$ cat src/design/fas_pkg.sv
// package for the single-precision add/subtract unit: types, opcodes, constants
`default_nettype none
package fas_pkg;
	localparam int unsigned MantLen = 23;

	typedef enum logic [1:0] {
		OP_ADD = 2'd0,
		OP_SUB = 2'd1,
		OP_NEG = 2'd2,
		OP_ABS = 2'd3
	} opcode_t;

	typedef struct packed {
		logic [1:0]  opcode;
		logic [31:0] operand_a;
		logic [31:0] operand_b;
	} fas_in_t;

	typedef struct packed {
		logic [31:0] result_bits;
		logic        exponent_range_flag;
	} fas_out_t;
endpackage
`default_nettype wire

$ cat src/design/fas_core.sv
// combinational datapath: align, add, normalize, repack; negate and abs bypass the adder
`default_nettype none
module fas_core (
	input  wire fas_pkg::fas_in_t  req,
	output fas_pkg::fas_out_t      rsp
);
	logic [31:0] a, b;
	logic [7:0]  ea, eb, emax, diff;
	logic [23:0] ma, mb;
	logic [24:0] mas, mbs;
	logic [25:0] sa, sb, sum;
	logic [24:0] mag;
	logic [4:0]  top;
	logic [9:0]  ez;
	logic [24:0] norm;
	logic        sgn, swap;

	always_comb begin
		a = req.operand_a;
		b = (req.opcode == fas_pkg::OP_SUB) ? (req.operand_b ^ 32'h8000_0000)
			: req.operand_b;
		ea = a[30:23];
		eb = b[30:23];
		ma = {1'b1, a[22:0]};
		mb = {1'b1, b[22:0]};
		swap = ea < eb;
		emax = swap ? eb : ea;
		diff = swap ? (eb - ea) : (ea - eb);
		mas = {1'b0, ma};
		mbs = {1'b0, mb};
		if (swap) begin
			mas = (diff >= 8'd32) ? 25'd0 : ({1'b0, ma} >> diff[4:0]);
		end else begin
			mbs = (diff >= 8'd32) ? 25'd0 : ({1'b0, mb} >> diff[4:0]);
		end
		sa = a[31] ? -{1'b0, mas} : {1'b0, mas};
		sb = b[31] ? -{1'b0, mbs} : {1'b0, mbs};
		sum = sa + sb;
		sgn = sum[25];
		mag = sgn ? 25'(-sum) : sum[24:0];
		top = 5'd0;
		for (int i = 1; i < 25; i++) begin
			if (mag[i]) top = 5'(i);
		end
		// magnitude is at most 25 bits, so lead is in -23..1
		ez = {2'b00, emax} + 10'(top) - 10'(fas_pkg::MantLen);
		norm = (top >= 5'd23) ? (mag >> (top - 5'd23)) : (mag << (5'd23 - top));
		rsp.result_bits = {sgn, ez[7:0], norm[22:0]};
		rsp.exponent_range_flag = ez[9] || (ez == 10'd0) || (ez > 10'd254);
		if (sum == 26'd0) rsp = '0;
		case (req.opcode)
			fas_pkg::OP_NEG: rsp = '{result_bits: a ^ 32'h8000_0000,
				exponent_range_flag: 1'b0};
			fas_pkg::OP_ABS: rsp = '{result_bits: {1'b0, a[30:0]},
				exponent_range_flag: 1'b0};
			default: begin
				if (a == 32'd0) rsp = '{result_bits: b, exponent_range_flag: 1'b0};
				else if (b == 32'd0) rsp = '{result_bits: a, exponent_range_flag: 1'b0};
			end
		endcase
	end
endmodule
`default_nettype wire

$ cat src/design/float32_add_sub_unit.sv
// top level of the single-precision add/subtract/negate/abs unit
`default_nettype none
// one operation per cycle: an operation started at one edge is captured in the
// input register, worked through one pass of combinational logic and captured in
// the result register, which shows it with done high; busy is always low, so
// start may be held high every cycle. the receiver cannot stall, and each result
// is shown for one cycle only.
module float32_add_sub_unit (
	input  wire                 clk,
	input  wire                 arst_n,
	input  wire                 start,
	output logic                busy,
	input  wire fas_pkg::fas_in_t  in_data,
	output logic                done,
	output fas_pkg::fas_out_t   out_data
);
	fas_pkg::fas_in_t  req_s1;
	logic              vld_s1;
	fas_pkg::fas_out_t rsp;

	assign busy = 1'b0;

	// input register
	always_ff @(posedge clk or negedge arst_n) begin
		if (!arst_n) vld_s1 <= 1'b0;
		else vld_s1 <= start;
	end
	always_ff @(posedge clk) begin
		if (start) req_s1 <= in_data;
	end

	fas_core u_core (.req(req_s1), .rsp(rsp));

	// result register
	always_ff @(posedge clk or negedge arst_n) begin
		if (!arst_n) done <= 1'b0;
		else done <= vld_s1;
	end
	always_ff @(posedge clk) begin
		if (vld_s1) out_data <= rsp;
	end

`ifndef ASSERT_OFF
	a_done_follows: assert property (@(posedge clk) disable iff (!arst_n)
		vld_s1 |=> done) else $error("missing result transfer");
	a_no_spurious: assert property (@(posedge clk) disable iff (!arst_n)
		!vld_s1 |=> !done) else $error("spurious result transfer");
	a_neg_flag: assert property (@(posedge clk) disable iff (!arst_n)
		(vld_s1 && req_s1.opcode[1]) |=> !out_data.exponent_range_flag)
		else $error("flag raised on negate or abs");
`endif
endmodule
`default_nettype wire
$ cat config.mk
export PLATFORM = sky130hd
export DESIGN_NAME = float32_add_sub_unit
export DESIGN_NICKNAME = d
export VERILOG_FILES = /design/src/design/fas_pkg.sv /design/src/design/fas_core.sv /design/src/design/float32_add_sub_unit.sv
export SDC_FILE = /design/constraint.sdc
export NUM_CORES = 1
export LEC_CHECK = 0
export BUFFER_PORTS_ARGS = -buffer_cell sky130_fd_sc_hd__buf_4
export CORE_MARGIN = 2
export CORE_UTILIZATION = 30
export CTS_CLUSTER_SIZE = 40
export DETAILED_ROUTE_END_ITERATION = 8
export PLACE_DENSITY = 0.52
export SETUP_SLACK_MARGIN = 0.5
export SYNTH_ARGS = -nofsm -noshare
export SYNTH_HDL_FRONTEND = slang
export SYNTH_HIERARCHICAL = 1
export SYNTH_SLANG_ARGS = --single-unit
$ cat constraint.sdc
create_clock -name clk -period 30.8 [get_ports clk]
set_input_delay 4.62 -clock clk [delete_from_list [all_inputs] [get_ports clk]]
set_output_delay 4.62 -clock clk [all_outputs]
set_load 0.01 [all_outputs]
== After elaboration in Yosys (flattened, before gate mapping) ==
Cells that the tools add are included.

* Logic and storage cells: 75
* Input port bits: 69
* Flip-flop bits (word level): 101

* Bitwise gates (word level): 2
* Multiplexer cells: 39
* Reduce and logical (&&, ||, !) cells: 6
* Equality and inequality tests: 3
* $add $sub $neg: 10
* Shift operators: 4
* $lt $le $gt $ge: 4

{| class="wikitable"
|+ Operators with widths
! cell !! number
|-
| $mux W25 || 5
|-
| $mux W33 || 3
|-
| $pmux W33 S2 || 1
|-
| $logic_not A32 Y1 || 2
|-
| $mux W26 || 2
|-
| $neg A25 Y26 || 2
|-
| $shr A24 B5 Y25 || 2
|-
| $mux W5 || 9
|-
| $mux W32 || 1
|-
| $mux W4 || 8
|-
| $add A26 B26 Y26 || 1
|-
| $logic_not A26 Y1 || 1
|-
| $neg A25 Y25 || 1
|-
| $shl A25 B5 Y23 || 1
|-
| $shr A25 B5 Y23 || 1
|-
| $mux W23 || 1
|-
| $mux W8 || 2
|-
| $sub A8 B8 Y8 || 2
|-
| $mux W3 || 4
|-
| $gt A10 B8 Y1 const B || 1
|-
| $logic_not A10 Y1 || 1
|-
| $sub A10 B5 Y10 const B || 1
|-
| $add A8 B5 Y9 || 1
|-
| $ge A8 B6 Y1 const B || 1
|-
| 10 further kinds || 14
|}

== Depth between registers and ports, before layout ==
Gate-level depths: netlist of the first run.

* Depth after elaboration: 45
* Mapped depth: 59
* Depth with buffers taken out: 50

== By module ==
The synthesis of the first run kept the hierarchy.

{| class="wikitable"
|+ Modules (own cells, without submodules)
! module !! sequential area each (sq um) !! cells an instance !! times used !! area an instance (sq um)
|-
| fas_core || 0.0 || 2,123 || 1 || 14,018.4
|-
| float32_add_sub_unit || 3,022.9 || 103 || 1 || 3,034.2
|}

== Least setup slack after synthesis of the first run ==
OpenSTA, ideal clock, no wires.

* Kind: register -> register
* Start: register req_s1[55] (netlist name)
* End: register out_data[3] (netlist name), data pin
* Setup time: 259 ps
* Path slack: 19,080 ps
* Cell stages (with the launch flop): 52
* Arrival time: 11,461 ps
* Path through: edfxtp_1 -> inv_1 -> ha_1 -> inv_1 -> fa_1 -> and3_1 -> o21ai_2 -> buf_6 -> nand3_4 -> buf_2 -> buf_4 -> o211ai_1 -> a21oi_1 -> o21ai_0 -> a31oi_1 -> or4b_2 -> or3_1 -> or3_1 -> [... 16 more ...] -> buf_4 -> a21oi_1 -> xnor2_1 -> o2111a_1 -> o2111a_1 -> o21ai_4 -> inv_2 -> buf_4 -> buf_2 -> ha_1 -> clkbuf_1 -> a311oi_1 -> a31o_2 -> or3_1 -> buf_2 -> mux4_2 -> a211o_1 -> a211o_1

{| class="wikitable"
|+ RTL lines
! item !! line !! source
|-
| from (decl) || float32_add_sub_unit.sv:17 || <nowiki>fas_pkg::fas_in_t req_s1;</nowiki>
|-
| from (signal assigned) || float32_add_sub_unit.sv:29 || <nowiki>if (start) req_s1 <= in_data;</nowiki>
|-
| to (signal assigned) || float32_add_sub_unit.sv:40 || <nowiki>if (vld_s1) out_data <= rsp;</nowiki>
|-
| to (decl) || float32_add_sub_unit.sv:15 || <nowiki>output fas_pkg::fas_out_t out_data</nowiki>
|}

==> run metrics, run 1 <==
outcome finished, final reports clean; startpoint class of the critical path flop; GPL Wtd Cong 1.03; max layer used met5; fraction of layout cells with a size suffix above 1 12.4%; initial core utilization 30.3%; total half-perimeter wirelength after legalization and detailed placement 60.4 mm; worst min-delay path startpoint vld_s1; total met3 wirelength after detailed routing 7.79 mm; Top-Level Pins 104; final setup violation count 0; Overall Global Routing Usage 25.7%; most common cell type on the critical path ha_1; total length of routed met2 wires 34.5 mm; max-slew violation total from the final report 0; Core Area 0.0563 mm^2; CTS clock-pin slew for the worst setup and hold paths 0.08 ns; global route total overflow 0; synth-to-layout area growth 8.68%; number of global-route vias before repair 17.9k; initial antenna violation count 2; maximum root-to-sink buffer count 2; post-layout utilization of the core 32.9%; total vias in the final route 19.3k; Crit path buffers/inverters 5; netlist area before placement 0.0171 mm^2; count of max-cap constraint violations 0; post-CTS setup buffers 0; crit path max-delay cell type a2111oi_2; EDFF count, synth 99; vertical extent of the die 242 um; most frequently used flop master after synthesis edfxtp_1; Worst Hold Class flop to flop; longest individual stage delay on the worst path 1.15 ns; most frequently used cell type in the post-synthesis netlist nor2_1; library cells used by synthesis 122; number of CTS-inserted buffers 9; M1 wire length 33.6 mm; number of cells on the critical path 44; most area-hungry cell type in the Yosys netlist edfxtp_1; Layout Nets 2,336; die footprint 0.0588 mm^2; post-route standard cell area excluding fillers 0.0185 mm^2; dominant delay contributor by cell family on the critical path compound AO/OA/AOI/OAI gates; share of synthesized registers carrying an async set or reset 1.98%; global-route wire length before repair 117 mm; min Tclk post-route 15.74 ns; number of DRC markers after the initial detailed-route iteration 3,065; depth of the worst hold-timing path 0; fin crit share 51.1%; syn avg cell area 7.66 um^2; CTS Root Buffer Type clkbuf_16; RSZ-0062 raised after global routing no; leading cell types by count after synthesis nor2_1, nand2_1, o21ai_0; number of hold buffers added after cts 0; WL per Instance 26.7 um; Relative slew margins 14.2%; Detail Route Antenna Nets 0; #FFs+latches synth 101; # H-tree levels 3; ranking of synthesized cells by area edfxtp_1, nor2_1, mux2i_1, ha_1, nand2_1; Fmax 0.0635 GHz; capture endpoint of the worst hold path done; detailed-route DRC error count 0; endpoint required time on the critical path 30.90 ns; Syn Nets 2,361; Max FO, Critical Path 41; critical path data arrival time 15.84 ns; number of gates resized after cts 0; cell count after synthesis 2,226; class of the most critical setup path flop to flop; critical path capture point type flop; DP Area 0.0182 mm^2; Clock Latency Late Sink 0.36 ns; detail-routed via count per cell 6.50; slew at the pin closest to its max-slew limit 1.28 ns; clock sink total 101; WL final 79.1 mm; setup TNS after final layout 0 ns; iteration count of the initial detailed-routing pass 6; Fin Clk Skew 0.0119 ns; register-to-register setup slack 15.06 ns; largest net degree at the start of global routing 68; standard-cell row count 87; CTS tree done; sequential share of the synthesized area 17.7%; Yosys warnings 6; final hold vios 0; worst slack at placement 15.55 ns; die width 242 um; share of Yosys cell area claimed by the top area cell type 17.4%; endpoint of the lowest-slack register-to-register path out_data[19]; count of input and output buffers 102; Crit Reg-Reg Startpoint req_s1[27]; least setup slack across all paths after layout 15.06 ns; length in cells of the worst reg-to-reg path 44
## per-layer routing
metal  up-vias  track usage (%)
met5         -                0
met2      1200             39.7
met4         2             9.28
met1      9342             35.4
met3       171             5.25
li1       8565                -
## metrics by stage
step,hold WS [ns],std cells
after floorplan,0.573,2226
after global placement,0.617,2946
after detailed placement,0.622,2946
after CTS,0.631,2962
after global routing,0.650,2963
final,0.630,2964
## final cells by class
cell class,count,area [um^2]
inverters,63,236
clock buffers,9,225
well taps,756,946
flip-flops and latches,101,3020
fillers,5897,37700
multi-input cells,1887,13000
diodes,2,5.00
repair buffers,139,1040
clock inverters,7,81.3
## layout by cell type (no fill, tap or decap), types with 57 or more instances in the layout
| master | Yosys | layout |
|---|---|---|
| nand2_1 | 205 | 204 |
| nand3_1 | 77 | 77 |
| xnor2_1 | 74 | 73 |
| inv_1 | 57 | 57 |
| mux2i_1 | 82 | 82 |
| edfxtp_1 | 99 | 99 |
| buf_4 | 20 | 139 |
| nor3_1 | 92 | 91 |
| ha_1 | 62 | 61 |
| a21oi_1 | 116 | 116 |
| nor2_1 | 247 | 245 |
| o21ai_0 | 119 | 118 |
## worst max path at each step
stage | start | end | slack, ns
4_1_cts | req_s1[23] | out_data[19] | 15.52
3_5_place_dp | req_s1[55] | out_data[19] | 15.55
2_1_floorplan | req_s1[55] | out_data[3] | 19.08
3_3_place_gp | req_s1[55] | out_data[19] | 15.82
6_report | req_s1[27] | out_data[19] | 15.06
5_1_grt | req_s1[23] | out_data[19] | 14.08
## state kept, by name, summed over array words and instances, names as in the netlist
signal	flops
req_s1	66
vld_s1	1
done	1
out_data	33
## worst reg2reg max path, delay by kind of cell (launching register included)
family	cells	cell delay (ns)
compound gates	15	5.60
xor+xnor	2	0.43
fa+ha+maj	4	1.98
buf+inv	5	1.65
flops	1	0.48
mux	1	0.51
simple gates	17	4.82
## kinds of logic after synthesis
family / count (synthesis) / synth area share (%)
adder cells (fa/ha/maj): 66 / 5.02
multiplexers: 114 / 8.05
flip-flops: 101 / 17.7
AO/OA/AOI/OAI: 751 / 32.6
other: 1 / 0.0220
AND/OR/NAND/NOR: 844 / 24.3
buffers and inverters: 238 / 6.53
XOR/XNOR: 111 / 5.79
Power of run 1 is not shown: default switching activity piles up to over one toggle a cycle in this logic, so the estimate is an artifact.
==> run 2: changes to the inputs <==
--- a/config.mk
+++ b/config.mk
@@ -10,7 +10,7 @@
 export CORE_UTILIZATION = 30
 export CTS_CLUSTER_SIZE = 40
 export DETAILED_ROUTE_END_ITERATION = 8
-export PLACE_DENSITY = 0.52
+export PLACE_DENSITY = 0.54
 export SETUP_SLACK_MARGIN = 0.5
 export SYNTH_ARGS = -nofsm -noshare
 export SYNTH_HDL_FRONTEND = slang
==> constraint.sdc (replaced) <==
create_clock -name clk -period 14.3 [get_ports clk]
set_input_delay 2.145 -clock clk [delete_from_list [all_inputs] [get_ports clk]]
set_output_delay 2.145 -clock clk [all_outputs]
set_load 0.01 [all_outputs]
==> run 2 against run 1 <==
Non-clock buffer count rose by 43. Global-route usage rose by 0.34 points. Die area stayed put. Via count grew 1.2%. The flow now finishes with violations (DRC). Final area rose by 2.3%. Fmax increased by 20%. Critical path type unchanged. Clock-buffer cell count stayed put. Critical path depth grew 2. Worst setup slack got worse by 14 ns. Flip-flop and latch count unchanged.
==> run metrics, run 2 (synthesized netlist as in run 1, its figures left out) <==
Fmax 0.0761 GHz; slew at the pin closest to its max-slew limit 1.21 ns; capture endpoint of the worst hold path out_data[32]; number of global-route vias before repair 17.6k; CTS clock-pin slew for the worst setup and hold paths 0.07 ns; Fin Clk Skew 0.0175 ns; die width 242 um; clock sink total 101; CTS Root Buffer Type clkbuf_16; commonest cells after routing, fill and taps aside nor2_1, nand2_1, buf_4; synth-to-layout area growth 11.2%; die footprint 0.0588 mm^2; GPL Wtd Cong 1.01; worst min-delay path startpoint req_s1[64]; Worst Hold Class flop to flop; depth of the worst hold-timing path 1; WL final 81.8 mm; detailed-route DRC error count 1; initial core utilization 30.3%; count of max-cap constraint violations 0; count of input and output buffers 102; flip-flop count of the largest register, all copies and words added 66; failing checks DRC; maximum root-to-sink buffer count 2; Detail Route Antenna Nets 0; Core Area 0.0563 mm^2; most common cell type on the critical path ha_1; max-slew violation total from the final report 0; RSZ-0062 raised after global routing no; number of DRC markers after the initial detailed-route iteration 2,938; Top-Level Pins 104; Crit Reg-Reg Startpoint req_s1[28]; critical path capture point type flop; longest individual stage delay on the worst path 0.71 ns; startpoint class of the critical path flop; final hold vios 0; endpoint required time on the critical path 14.37 ns; min Tclk post-route 13.14 ns; endpoint of the lowest-slack register-to-register path out_data[31]; WL per Instance 27.2 um; largest net degree at the start of global routing 68; commonest non-fill, non-tap cell in the layout nor2_1; fraction of layout cells with a size suffix above 1 14.7%; startpoint of the worst setup timing path req_s1[28]; vertical extent of the die 242 um; initial antenna violation count 0; register with the most flip-flops req_s1; Max FO, Critical Path 34; setup TNS after final layout 0 ns; register-to-register setup slack 1.16 ns; global route total overflow 0; standard-cell row count 87; largest registers in the final layout req_s1 x66, out_data x33; global-route wire length before repair 118 mm; detail-routed via count per cell 6.49; CTS tree done; Crit path buffers/inverters 6; dominant delay contributor by cell family on the critical path compound AO/OA/AOI/OAI gates; total half-perimeter wirelength after legalization and detailed placement 61.0 mm; total vias in the final route 19.5k; number of CTS-inserted buffers 9; minimum hold slack 0.641 ns; Layout Nets 2,383; class of the most critical setup path flop to flop; number of hold buffers added after cts 0; count of antenna diodes in the layout 0; final setup violation count 0; length in cells of the worst reg-to-reg path 46; crit path max-delay cell type nor3_4; outcome complete, but fails checks; Relative slew margins 18.9%; Clock Latency Late Sink 0.36 ns; iteration count of the initial detailed-routing pass 9; # H-tree levels 3; Overall Global Routing Usage 26.1%; fin crit share 91.9%; critical path data arrival time 13.22 ns
==> run 2: cell type report <==
class                   count  area [um^2]
fillers                  5994        37300
multi-input cells        1891        13100
flip-flops and latches    101         3020
repair buffers            182         1390
well taps                 756          946
inverters                  63          236
clock buffers               9          225
clock inverters             6         53.8
==> run 2: worst max path at each step <==
stage / endpoint / slack, ns / depth (start not counted)
after floorplan: out_data[3] / 2.58 / 51
after global placement: out_data[19] / 0.94 / 43
after detailed placement: out_data[19] / 0.87 / 48
after CTS: out_data[19] / 0.79 / 48
after global routing: out_data[31] / 0.49 / 48
final: out_data[31] / 1.16 / 46
==> run 2: timing repair <==
item / in CTS / in global routing
setup buffers: 0 / 9
endpoints found under the setup margin: 0 / 29
resized for setup: 0 / 21
==> run 2: worst register-to-register path: cells and delay by family, from the launching register on <==
| family | cells | cell delay (ns) |
|---|---|---|
| AOI/OAI and AO/OA | 17 | 4.53 |
| and+or+nand+nor | 14 | 4.07 |
| muxes | 1 | 0.34 |
| adders and majority gates | 6 | 2.06 |
| xor gates and xnor gates | 2 | 0.38 |
| DFF | 1 | 0.45 |
| buffers and inverters | 6 | 1.01 |
==> run 2: metal layers <==
layer	part of all wire (%)	global-route usage [%]
met5	0	0
met4	4.6	10.2
met3	10	5.34
met2	42	38.1
met1	43	37.2
==> run 2: per-stage QoR <==
stage | utilization (%) | worst slack (ns) | std cells | instance area, um^2
global placement | 32.8 | 0.939 | 2980 | 18500
finish | 33.7 | 1.16 | 3008 | 19000
CTS | 33.3 | 0.792 | 2995 | 18700
detailed placement | 32.8 | 0.868 | 2980 | 18500
floorplan | - | 2.58 | 2226 | 17100
global route | 33.7 | 0.495 | 3008 | 19000
Power of run 2 is left out for the same reason.
